### config.mk
export PLATFORM = sky130hd
export DESIGN_NAME = modular_exponentiation_core
export DESIGN_NICKNAME = d
export VERILOG_FILES = /design/src/sv/mex_pkg.sv /design/src/sv/mex_mulmod.sv /design/src/sv/modular_exponentiation_core.sv
export SDC_FILE = /design/constraint.sdc
export NUM_CORES = 1
export LEC_CHECK = 0
export BUFFER_PORTS_ARGS = -buffer_cell sky130_fd_sc_hd__buf_2
export CAP_MARGIN = 20
export CORE_MARGIN = 1
export CORE_UTILIZATION = 32
export DETAILED_ROUTE_END_ITERATION = 6
export GPL_ROUTABILITY_DRIVEN = 0
export MAX_ROUTING_LAYER = met4
export SLEW_MARGIN = 20
export SYNTH_ARGS = -nofsm -noshare
export SYNTH_HDL_FRONTEND = slang
export SYNTH_SLANG_ARGS = --single-unit
### constraint.sdc
create_clock -name clk -period 9.6 [get_ports clk]
set_input_delay 1.92 -clock clk [delete_from_list [all_inputs] [get_ports clk]]
set_output_delay 1.92 -clock clk [all_outputs]
set_load 0.03 [all_outputs]
### src/sv/mex_pkg.sv
`timescale 1ns / 1ps
`default_nettype none

package mex_pkg;

	localparam int MEX_WORD_WIDTH      = 32;
	localparam int MEX_CFG_INDEX_WIDTH = 2;

	localparam logic [MEX_CFG_INDEX_WIDTH-1:0] MEX_REG_EXPONENT = 2'd0;
	localparam logic [MEX_CFG_INDEX_WIDTH-1:0] MEX_REG_MODULUS  = 2'd1;

	typedef enum logic [2:0] {
		MEX_IDLE,
		MEX_REDUCE,
		MEX_SQUARE,
		MEX_MULT,
		MEX_DONE
	} mex_state_t;

endpackage

`default_nettype wire

### src/sv/mex_mulmod.sv
`timescale 1ns / 1ps
`default_nettype none

// Shift-and-add modular multiplier: (a * b) mod m, one bit of b per cycle,
// msb first. Requires a < m; b may be any word (b = x with a = 1 gives x mod m).
module mex_mulmod #(
	parameter int WORD_WIDTH = mex_pkg::MEX_WORD_WIDTH
) (
	input  wire logic                  clk,
	input  wire logic                  arst_n,
	input  wire logic                  start,
	input  wire logic [WORD_WIDTH-1:0] a,
	input  wire logic [WORD_WIDTH-1:0] b,
	input  wire logic [WORD_WIDTH-1:0] m,
	output logic                       done,
	output logic [WORD_WIDTH-1:0]      result
);

	localparam int CntW = (WORD_WIDTH > 1) ? $clog2(WORD_WIDTH) : 1;

	logic [WORD_WIDTH-1:0] a_q, b_q, m_q, acc_q;
	logic [CntW-1:0]       cnt_q;
	logic                  busy_q, done_q;

	logic [WORD_WIDTH:0]   dbl, red1, sum, red2;

	always_comb begin
		dbl  = {acc_q, 1'b0};
		red1 = (dbl >= {1'b0, m_q}) ? dbl - {1'b0, m_q} : dbl;
		sum  = red1 + (b_q[WORD_WIDTH-1] ? {1'b0, a_q} : '0);
		red2 = (sum >= {1'b0, m_q}) ? sum - {1'b0, m_q} : sum;
	end

	always_ff @(posedge clk or negedge arst_n) begin
		if (!arst_n) begin
			busy_q <= 1'b0;
			done_q <= 1'b0;
			cnt_q  <= '0;
		end else begin
			done_q <= 1'b0;
			if (start) begin
				busy_q <= 1'b1;
				cnt_q  <= CntW'(WORD_WIDTH - 1);
			end else if (busy_q) begin
				if (cnt_q == '0) begin
					busy_q <= 1'b0;
					done_q <= 1'b1;
				end else begin
					cnt_q <= cnt_q - 1'b1;
				end
			end
		end
	end

	always_ff @(posedge clk) begin
		if (start) begin
			a_q   <= a;
			b_q   <= b;
			m_q   <= m;
			acc_q <= '0;
		end else if (busy_q) begin
			acc_q <= red2[WORD_WIDTH-1:0];
			b_q   <= {b_q[WORD_WIDTH-2:0], 1'b0};
		end
	end

	assign done   = done_q;
	assign result = acc_q;

endmodule

`default_nettype wire

### src/sv/modular_exponentiation_core.sv
`timescale 1ns / 1ps
`default_nettype none

// Channel   Dir  Handshake              Payload
// in        in   in_valid / in_ready    ciphertext
// out       out  out_valid / out_ready  plaintext
// cfg       in   cfg_valid / cfg_ready  cfg_index, cfg_data (0 exponent, 1 modulus)
//
// Each item reduces the ciphertext mod m, then squares once per exponent bit, msb first,
// and multiplies by the base for each set bit; every step runs through the one shared
// multiplier, one modular product at a time.
// A modulus below 2 skips the multiplier and yields 0.
// in_ready is high only while idle. A finished result waits in the output register;
// the next item is taken once the result is written there. No clearing pass after reset.
module modular_exponentiation_core #(
	parameter int WORD_WIDTH = mex_pkg::MEX_WORD_WIDTH
) (
	input  wire logic                                    clk,
	input  wire logic                                    arst_n,
	input  wire logic                                    in_valid,
	output logic                                         in_ready,
	input  wire logic [WORD_WIDTH-1:0]                   ciphertext,
	output logic                                         out_valid,
	input  wire logic                                    out_ready,
	output logic [WORD_WIDTH-1:0]                        plaintext,
	input  wire logic                                    cfg_valid,
	output logic                                         cfg_ready,
	input  wire logic [mex_pkg::MEX_CFG_INDEX_WIDTH-1:0] cfg_index,
	input  wire logic [WORD_WIDTH-1:0]                   cfg_data
);

	localparam int BitW = (WORD_WIDTH > 1) ? $clog2(WORD_WIDTH) : 1;
	localparam logic [WORD_WIDTH-1:0] One = {{(WORD_WIDTH-1){1'b0}}, 1'b1};

	mex_pkg::mex_state_t state_q, state_d;

	logic [WORD_WIDTH-1:0] exponent_q, modulus_q;
	logic [WORD_WIDTH-1:0] base_q, acc_q, plaintext_q;
	logic [BitW-1:0]       bit_q;
	logic                  out_valid_q;

	logic                  mul_start, mul_done;
	logic [WORD_WIDTH-1:0] mul_a, mul_b, mul_result;

	logic                  acc_we, base_we, bit_init, bit_dec, out_we;
	logic [WORD_WIDTH-1:0] acc_d;

	mex_mulmod #(
		.WORD_WIDTH(WORD_WIDTH)
	) u_mulmod (
		.clk   (clk),
		.arst_n(arst_n),
		.start (mul_start),
		.a     (mul_a),
		.b     (mul_b),
		.m     (modulus_q),
		.done  (mul_done),
		.result(mul_result)
	);

	always_comb begin
		state_d   = state_q;
		mul_start = 1'b0;
		mul_a     = mul_result;
		mul_b     = mul_result;
		acc_we    = 1'b0;
		acc_d     = mul_result;
		base_we   = 1'b0;
		bit_init  = 1'b0;
		bit_dec   = 1'b0;
		out_we    = 1'b0;
		case (state_q)
			mex_pkg::MEX_IDLE: begin
				if (in_valid) begin
					if (modulus_q < WORD_WIDTH'(2)) begin
						acc_we  = 1'b1;
						acc_d   = '0;
						state_d = mex_pkg::MEX_DONE;
					end else begin
						// base = ciphertext mod m, as 1 * ciphertext
						mul_start = 1'b1;
						mul_a     = One;
						mul_b     = ciphertext;
						state_d   = mex_pkg::MEX_REDUCE;
					end
				end
			end
			mex_pkg::MEX_REDUCE: begin
				if (mul_done) begin
					base_we   = 1'b1;
					bit_init  = 1'b1;
					mul_start = 1'b1;
					mul_a     = One;
					mul_b     = One;
					state_d   = mex_pkg::MEX_SQUARE;
				end
			end
			mex_pkg::MEX_SQUARE: begin
				if (mul_done) begin
					acc_we = 1'b1;
					if (exponent_q[bit_q]) begin
						mul_start = 1'b1;
						mul_b     = base_q;
						state_d   = mex_pkg::MEX_MULT;
					end else if (bit_q == '0) begin
						state_d = mex_pkg::MEX_DONE;
					end else begin
						bit_dec   = 1'b1;
						mul_start = 1'b1;
					end
				end
			end
			mex_pkg::MEX_MULT: begin
				if (mul_done) begin
					acc_we = 1'b1;
					if (bit_q == '0) begin
						state_d = mex_pkg::MEX_DONE;
					end else begin
						bit_dec   = 1'b1;
						mul_start = 1'b1;
						state_d   = mex_pkg::MEX_SQUARE;
					end
				end
			end
			mex_pkg::MEX_DONE: begin
				if (!out_valid_q || out_ready) begin
					out_we  = 1'b1;
					state_d = mex_pkg::MEX_IDLE;
				end
			end
			default: begin
				state_d = mex_pkg::MEX_IDLE;
			end
		endcase
	end

	always_ff @(posedge clk or negedge arst_n) begin
		if (!arst_n) begin
			state_q     <= mex_pkg::MEX_IDLE;
			out_valid_q <= 1'b0;
			exponent_q  <= One;
			modulus_q   <= WORD_WIDTH'(2);
		end else begin
			state_q <= state_d;
			if (out_we) begin
				out_valid_q <= 1'b1;
			end else if (out_ready) begin
				out_valid_q <= 1'b0;
			end
			if (cfg_valid) begin
				case (cfg_index)
					mex_pkg::MEX_REG_EXPONENT: exponent_q <= cfg_data;
					mex_pkg::MEX_REG_MODULUS:  modulus_q  <= cfg_data;
					default: ;
				endcase
			end
		end
	end

	always_ff @(posedge clk) begin
		if (acc_we) begin
			acc_q <= acc_d;
		end
		if (base_we) begin
			base_q <= mul_result;
		end
		if (bit_init) begin
			bit_q <= BitW'(WORD_WIDTH - 1);
		end else if (bit_dec) begin
			bit_q <= bit_q - 1'b1;
		end
		if (out_we) begin
			plaintext_q <= acc_q;
		end
	end

	assign in_ready  = (state_q == mex_pkg::MEX_IDLE);
	assign out_valid = out_valid_q;
	assign plaintext = plaintext_q;
	assign cfg_ready = 1'b1;

endmodule

`default_nettype wire
Word-level counts from Yosys, hierarchy flattened
Cells that the tools add are included.
{"block": "totals", "out_inout_bits": 35, "elab_cells": 106, "reg_bits": 304}
{"block": "op_classes", "magnitude_cmp": 4, "n_mux": 57, "n_reduce_logical": 13, "eq_ne": 12, "add_sub_neg": 5}
{"cell": "$mux W32", "count": 14}
{"cell": "$pmux W32 S3", "count": 1}
{"cell": "$ge A33 B32 Y1", "count": 2}
{"cell": "$pmux W32 S2", "count": 1}
{"cell": "$add A33 B32 Y33", "count": 1}
{"cell": "$mux W33", "count": 1}
{"cell": "$sub A33 B32 Y33", "count": 1}
{"cell": "$lt A32 B2 Y1 const B", "count": 1}
{"cell": "$sub A32 B32 Y32", "count": 1}
{"cell": "$mux W3", "count": 9}
{"cell": "$mux W1", "count": 23}
{"cell": "$mux W5", "count": 3}
{"cell": "$pmux W3 S5", "count": 1}
{"cell": "$logic_not A5 Y1", "count": 2}
{"cell": "$sub A5 B1 Y5 const B", "count": 2}
{"cell": "$eq A3 B2 Y1 const B", "count": 2}
{"cell": "$lt A5 B6 Y1 const B", "count": 1}
{"cell": "$ne A2 B1 Y1 const B", "count": 3}
{"cell": "$ne A2 B2 Y1 const B", "count": 3}
{"cell": "$reduce_and A2 Y1", "count": 3}
{"cell": "$reduce_and A6 Y1", "count": 1}
{"cell": "$bmux W1 S5", "count": 1}
{"cell": "$pmux W1 S2", "count": 2}
{"cell": "$pmux W1 S4", "count": 1}
{"cell": "10 further kinds", "count": 11}

Logic depth before layout (Yosys ltp)
{"block": "depth", "ltp_word": 7, "ltp_mapped": 35, "mapped_depth_nobuf": 31}

Cells and area by module
A second synthesis with hierarchy kept.
{"block": "hier_totals", "hier_cells": 1626, "hier_area_um2": 17878.4}
{"mod": "mex_mulmod", "cells_per_inst": 1076, "area_per_inst_um2": 10253.6, "seq_area_each_um2": 3698.5, "n_inst": 1}
{"mod": "modular_exponentiation_core", "cells_per_inst": 550, "area_per_inst_um2": 7624.8, "seq_area_each_um2": 4687.0, "n_inst": 1}

Least setup slack after synthesis
Ideal clock, no wire load.
{"block": "synth_path", "kind": "reg-to-reg", "start": "register u_mulmod.m_q[1]", "end": "register u_mulmod.acc_q[6] (netlist: u_mulmod.result[6])", "slack_ns": 2.939, "stages_incl_launch_ff": 29, "t_arrival_ns": 6.545, "setup_ns": 0.116, "synth_period_minus_slack_ns": 6.661, "required_ns": 9.484, "path_cell_list": "edfxtp_1 -> inv_1 -> ha_1 -> nor2b_1 -> o31a_1 -> o31ai_1 -> nand3_1 -> nand3_1 -> nand2_1 -> a21oi_1 -> clkbuf_1 -> mux2_2 -> ha_1 -> a21o_1 -> a21oi_1 -> nor3b_2 -> a211oi_1 -> or2_2 -> a31oi_1 -> xnor2_1 -> ha_1 -> a21o_1 -> a21o_1 -> a21o_1 -> a211o_1 -> a31oi_2 -> o21ai_1 -> or4_1 -> and3b_1"}
{"block": "synth_via", "elab_chain_cells": 5}
{"element": "start, declared", "line": "mex_mulmod.sv:21", "text": "logic [WORD_WIDTH-1:0] a_q, b_q, m_q, acc_q;"}
{"element": "start signal, assigned", "line": "mex_mulmod.sv:59", "text": "m_q <= m;"}
{"element": "$sub A33 B32 Y33 / $ge A33 B32 Y1 (equally long branches)", "line": "mex_mulmod.sv:29", "text": "red1 = (dbl >= {1'b0, m_q}) ? dbl - {1'b0, m_q} : dbl;"}
{"element": "$mux W33", "line": "mex_mulmod.sv:29"}
{"element": "$add A33 B32 Y33", "line": "mex_mulmod.sv:30", "text": "sum = red1 + (b_q[WORD_WIDTH-1] ? {1'b0, a_q} : '0);"}
{"element": "$sub A32 B32 Y32 / $ge A33 B32 Y1 (equally long branches)", "line": "mex_mulmod.sv:31", "text": "red2 = (sum >= {1'b0, m_q}) ? sum - {1'b0, m_q} : sum;"}
{"element": "$mux W32 (*)", "line": "mex_mulmod.sv:31"}
{"element": "end signal, assigned", "line": "mex_mulmod.sv:62", "text": "acc_q <= red2[WORD_WIDTH-1:0];"}
{"element": "end, declared", "line": "mex_mulmod.sv:21"}
Every way passes the cells marked *; elsewhere a longest branch is shown, timed or not.
A chain may end at the register's enable or synchronous reset.

Final worst setup path
{"block": "layout_path", "start": "register u_mulmod.acc_q[1] (netlist: u_mulmod.result[1])", "end": "register u_mulmod.acc_q[2] (netlist: u_mulmod.result[2])"}
{"block": "layout_via", "elab_chain_cells": 5}
{"element": "$sub A33 B32 Y33 / $ge A33 B32 Y1 (equally long branches)", "line": "mex_mulmod.sv:29"}
{"element": "$mux W33 (*)", "line": "mex_mulmod.sv:29"}
{"element": "$add A33 B32 Y33 (*)", "line": "mex_mulmod.sv:30"}
{"element": "$sub A32 B32 Y32 / $ge A33 B32 Y1 (equally long branches)", "line": "mex_mulmod.sv:31"}
{"element": "$mux W32 (*)", "line": "mex_mulmod.sv:31"}
Marked as above.

==> out/metrics.yaml <==
critical_path:
  ff2ff_setup_slack_ns: 1.25
  cp.required_ns: 10.04
  critical_path_arrival_ns: 8.79
  slowest_delay_ns: 0.80
  crit_type: "reg -> reg"
  critPathTopFamily: "compound AO/OA/AOI/OAI gates"
  cp-end-kind: "flop"
  worst-path-buf-inv: 1
  cp_slowest_cell: "o21a_1"
  cp-start-kind: "flop"
  crit_path_max_fanout: 31
route:
  wl_met1_um: 23400
  highest_layer: "met4"
  wire_per_inst_um: 18.7
  postRouteAntennaNets: 0
  vias_per_cell: 5.35
  drt_iter0_drc: 1061
  dr_total_vias: 13700
  routed-wl-met3_um: 3560
  drt-total-wl_um: 48100
  drc: 3
  drtPass1Iterations: 7
  dr_wl_met2_um: 20500
global_routing:
  antenna_found_initial: 1
  grt_max_degree: 97
  grt_overflow: 0
  grt_pass1_vias: 13000
  grt_pass1_wl_um: 74900
  track_usage_pct: 17.3
logic_synthesis:
  synth_cells: 1708
  synth_fp_nets: 1881
  seq_area_frac_synth_pct: 47.0
  synth_ff_type: "edfxtp_1"
  synth-edff-count: 192
  synth_area_per_cell_um2: 10.4
  synth_area_um2: 17800
  async_flop_share_pct: 24.7
  yosys_warnings: 0
  ys_seq_elements: 304
  yosysUniqueCellTypes: 82
floorplanning:
  die_w_um: 238
  std_cell_rows: 86
  initial_core_util_pct: 32.4
  pin_count: 106
  die_y_um: 238
  die_area_um2: 56700
  core_um2: 55100
timing:
  period_share_pct: 87.0
  clock.fmax_mhz: 120
  slew_headroom_pct: 29.5
  grt_setup_unrepaired: "no"
  skew_ns: 0.0143
  setup_viol: 0
  final.min_clock_period_ns: 8.35
  setup_tns_ns: 0
  whs_ns: 0.415
  finalMaxSlewViolations: 0
  finalHoldViolCount: 0
  worst_pin_slew_ns: 1.06
cells_and_area:
  design.final.nets: 1964
  drive_gt1_share_pct: 15.5
  area_growth_pct: 13.2
placement:
  hpwlAfterDp_um: 36100
  portBuffers: 104
clock_network:
  cts_buffers: 34
  htree_levels: 2
  postCtsSetupRepairBufs: 0
  holdBufCountCts: 0
  worstSkewPairLatency_ns: 0.52
  path_clk_slew_ns: 0.06
  clock_sinks: 304
  cts_resized: 0
  cts_tree: "done"
  cts-root-buf: "clkbuf_16"
  cts_buffer_depth: 3
job:
  drv_cap: 0
worst_hold_path:
  hold_path.class: "reg -> reg"
run_status:
  status: "finished, violations left"
  violations: "design-rule violations"
==> worst reg2reg max path, delay by kind of cell, from the launching register on <==
| kind | cells | cell delay (ns) |
|---|---|---|
| mux | 1 | 0.42 |
| flops | 1 | 0.59 |
| compound gates | 13 | 4.33 |
| fa+ha+maj | 3 | 1.09 |
| simple gates | 7 | 1.48 |
| buf+inv | 1 | 0.08 |
| xor+xnor | 1 | 0.28 |
==> final timing paths <==
kind,from,to,cells after the start
setup / recovery,u_mulmod.result[1],u_mulmod.result[2],26
hold / removal,acc_q[3],plaintext[3],0
min in group asynchronous,arst_n,exponent_q[31],1
setup reg to reg,u_mulmod.result[1],u_mulmod.result[2],26
max in group asynchronous,arst_n,exponent_q[0],2
hold reg to reg,acc_q[3],plaintext[3],0
==> per-stage QoR <==
step | utilization (%) | worst slack [ns] | cells | instance area, um2
2_1_floorplan | - | 2.94 | 1708 | 17800
3_3_place_gp | 34.7 | 1.60 | 2502 | 19100
3_5_place_dp | 34.7 | 1.44 | 2502 | 19100
4_1_cts | 36.6 | 1.40 | 2563 | 20200
5_1_grt | 36.7 | 0.677 | 2564 | 20200
6_report | 36.7 | 1.25 | 2565 | 20200
==> per-layer routing <==
layer,vias up,track usage (%)
met5,-,-
met4,0,3.15
met3,61,2.35
met2,517,25.2
met1,6592,25.6
li1,6560,-
==> synthesized netlist by cell type, types with 6 or more instances <==
| cell type | number | area, um2 |
|---|---|---|
| a211o_1 | 6 | 52.6 |
| a211oi_1 | 23 | 173 |
| a21o_1 | 59 | 443 |
| a21oi_1 | 100 | 500 |
| a221oi_1 | 16 | 140 |
| a222oi_1 | 19 | 190 |
| a31oi_1 | 25 | 156 |
| and2_1 | 36 | 225 |
| and3_1 | 19 | 119 |
| buf_2 | 18 | 90.1 |
| clkbuf_1 | 53 | 199 |
| dfrtp_1 | 73 | 1830 |
| dfxtp_1 | 37 | 741 |
| edfxtp_1 | 192 | 5770 |
| ha_1 | 99 | 1240 |
| inv_1 | 59 | 221 |
| mux2_2 | 71 | 800 |
| mux4_2 | 10 | 225 |
| nand2_1 | 146 | 548 |
| nand2b_1 | 17 | 106 |
| nand3_1 | 41 | 205 |
| nand4_1 | 16 | 100 |
| nor2_1 | 65 | 244 |
| nor2b_1 | 80 | 500 |
| nor3_1 | 25 | 125 |
| nor4_1 | 12 | 75.1 |
| o2111ai_1 | 6 | 52.6 |
| o211ai_1 | 12 | 90.1 |
| o21a_1 | 19 | 143 |
| o21ai_0 | 141 | 706 |
| o21ai_1 | 18 | 90.1 |
| o21bai_1 | 8 | 60.1 |
| o31a_1 | 6 | 52.6 |
| o31ai_1 | 7 | 52.6 |
| or2_2 | 7 | 43.8 |
| xnor2_1 | 50 | 438 |
| xor2_1 | 39 | 342 |
==> registers in the layout (all words and copies together), names as in the netlist <==
signal and cells:
bit_q 5, u_mulmod.cnt_q 5, u_mulmod.m_q 32, u_mulmod.busy_q 1
base_q 32, u_mulmod.done 1, plaintext 32, u_mulmod.a_q 32
exponent_q 32, u_mulmod.result 32, state_q 3, out_valid 1
acc_q 32, modulus_q 32, u_mulmod.b_q 32
==> cell usage in the layout (no fill, tap or decap), types with 23 or more instances in the layout <==
master	instances
a211oi_1	23
a21o_1	59
a21oi_1	99
a31oi_1	25
and2_1	36
buf_2	103
clkbuf_16	36
dfrtp_1	73
dfxtp_1	37
edfxtp_1	192
ha_1	99
inv_1	59
mux2_2	71
nand2_1	146
nand3_1	41
nor2_1	65
nor2b_1	80
nor3_1	24
o21ai_0	140
xnor2_1	50
xor2_1	39
==> logic make-up (layout without fill, tap and decap cells) <==
kind of cell | Yosys count | in the layout | synth area share, %
AO/OA/AOI/OAI | 505 | 505 | 18.4
AND/OR/NAND/NOR | 484 | 484 | 13.7
flip-flops | 304 | 304 | 47.0
buffers and inverters | 139 | 247 | 3.26
adder cells (fa/ha/maj) | 102 | 102 | 7.28
XOR/XNOR | 89 | 89 | 4.37
multiplexers | 84 | 84 | 5.98
other | 1 | 2 | 0.0210
==> area by class of cell <==
class | count | area (um2)
fillers | 5538 | 34900
multi-input cells | 1265 | 8910
flip-flops and latches | 304 | 8390
clock buffers | 49 | 980
well taps | 748 | 936
repair buffers | 126 | 708
inverters | 60 | 225
clock inverters | 12 | 66.3
diodes | 1 | 2.50
Power is left out: the tool's default activity adds up to more than one toggle a clock period on the data nets, which glitch-free logic cannot reach.
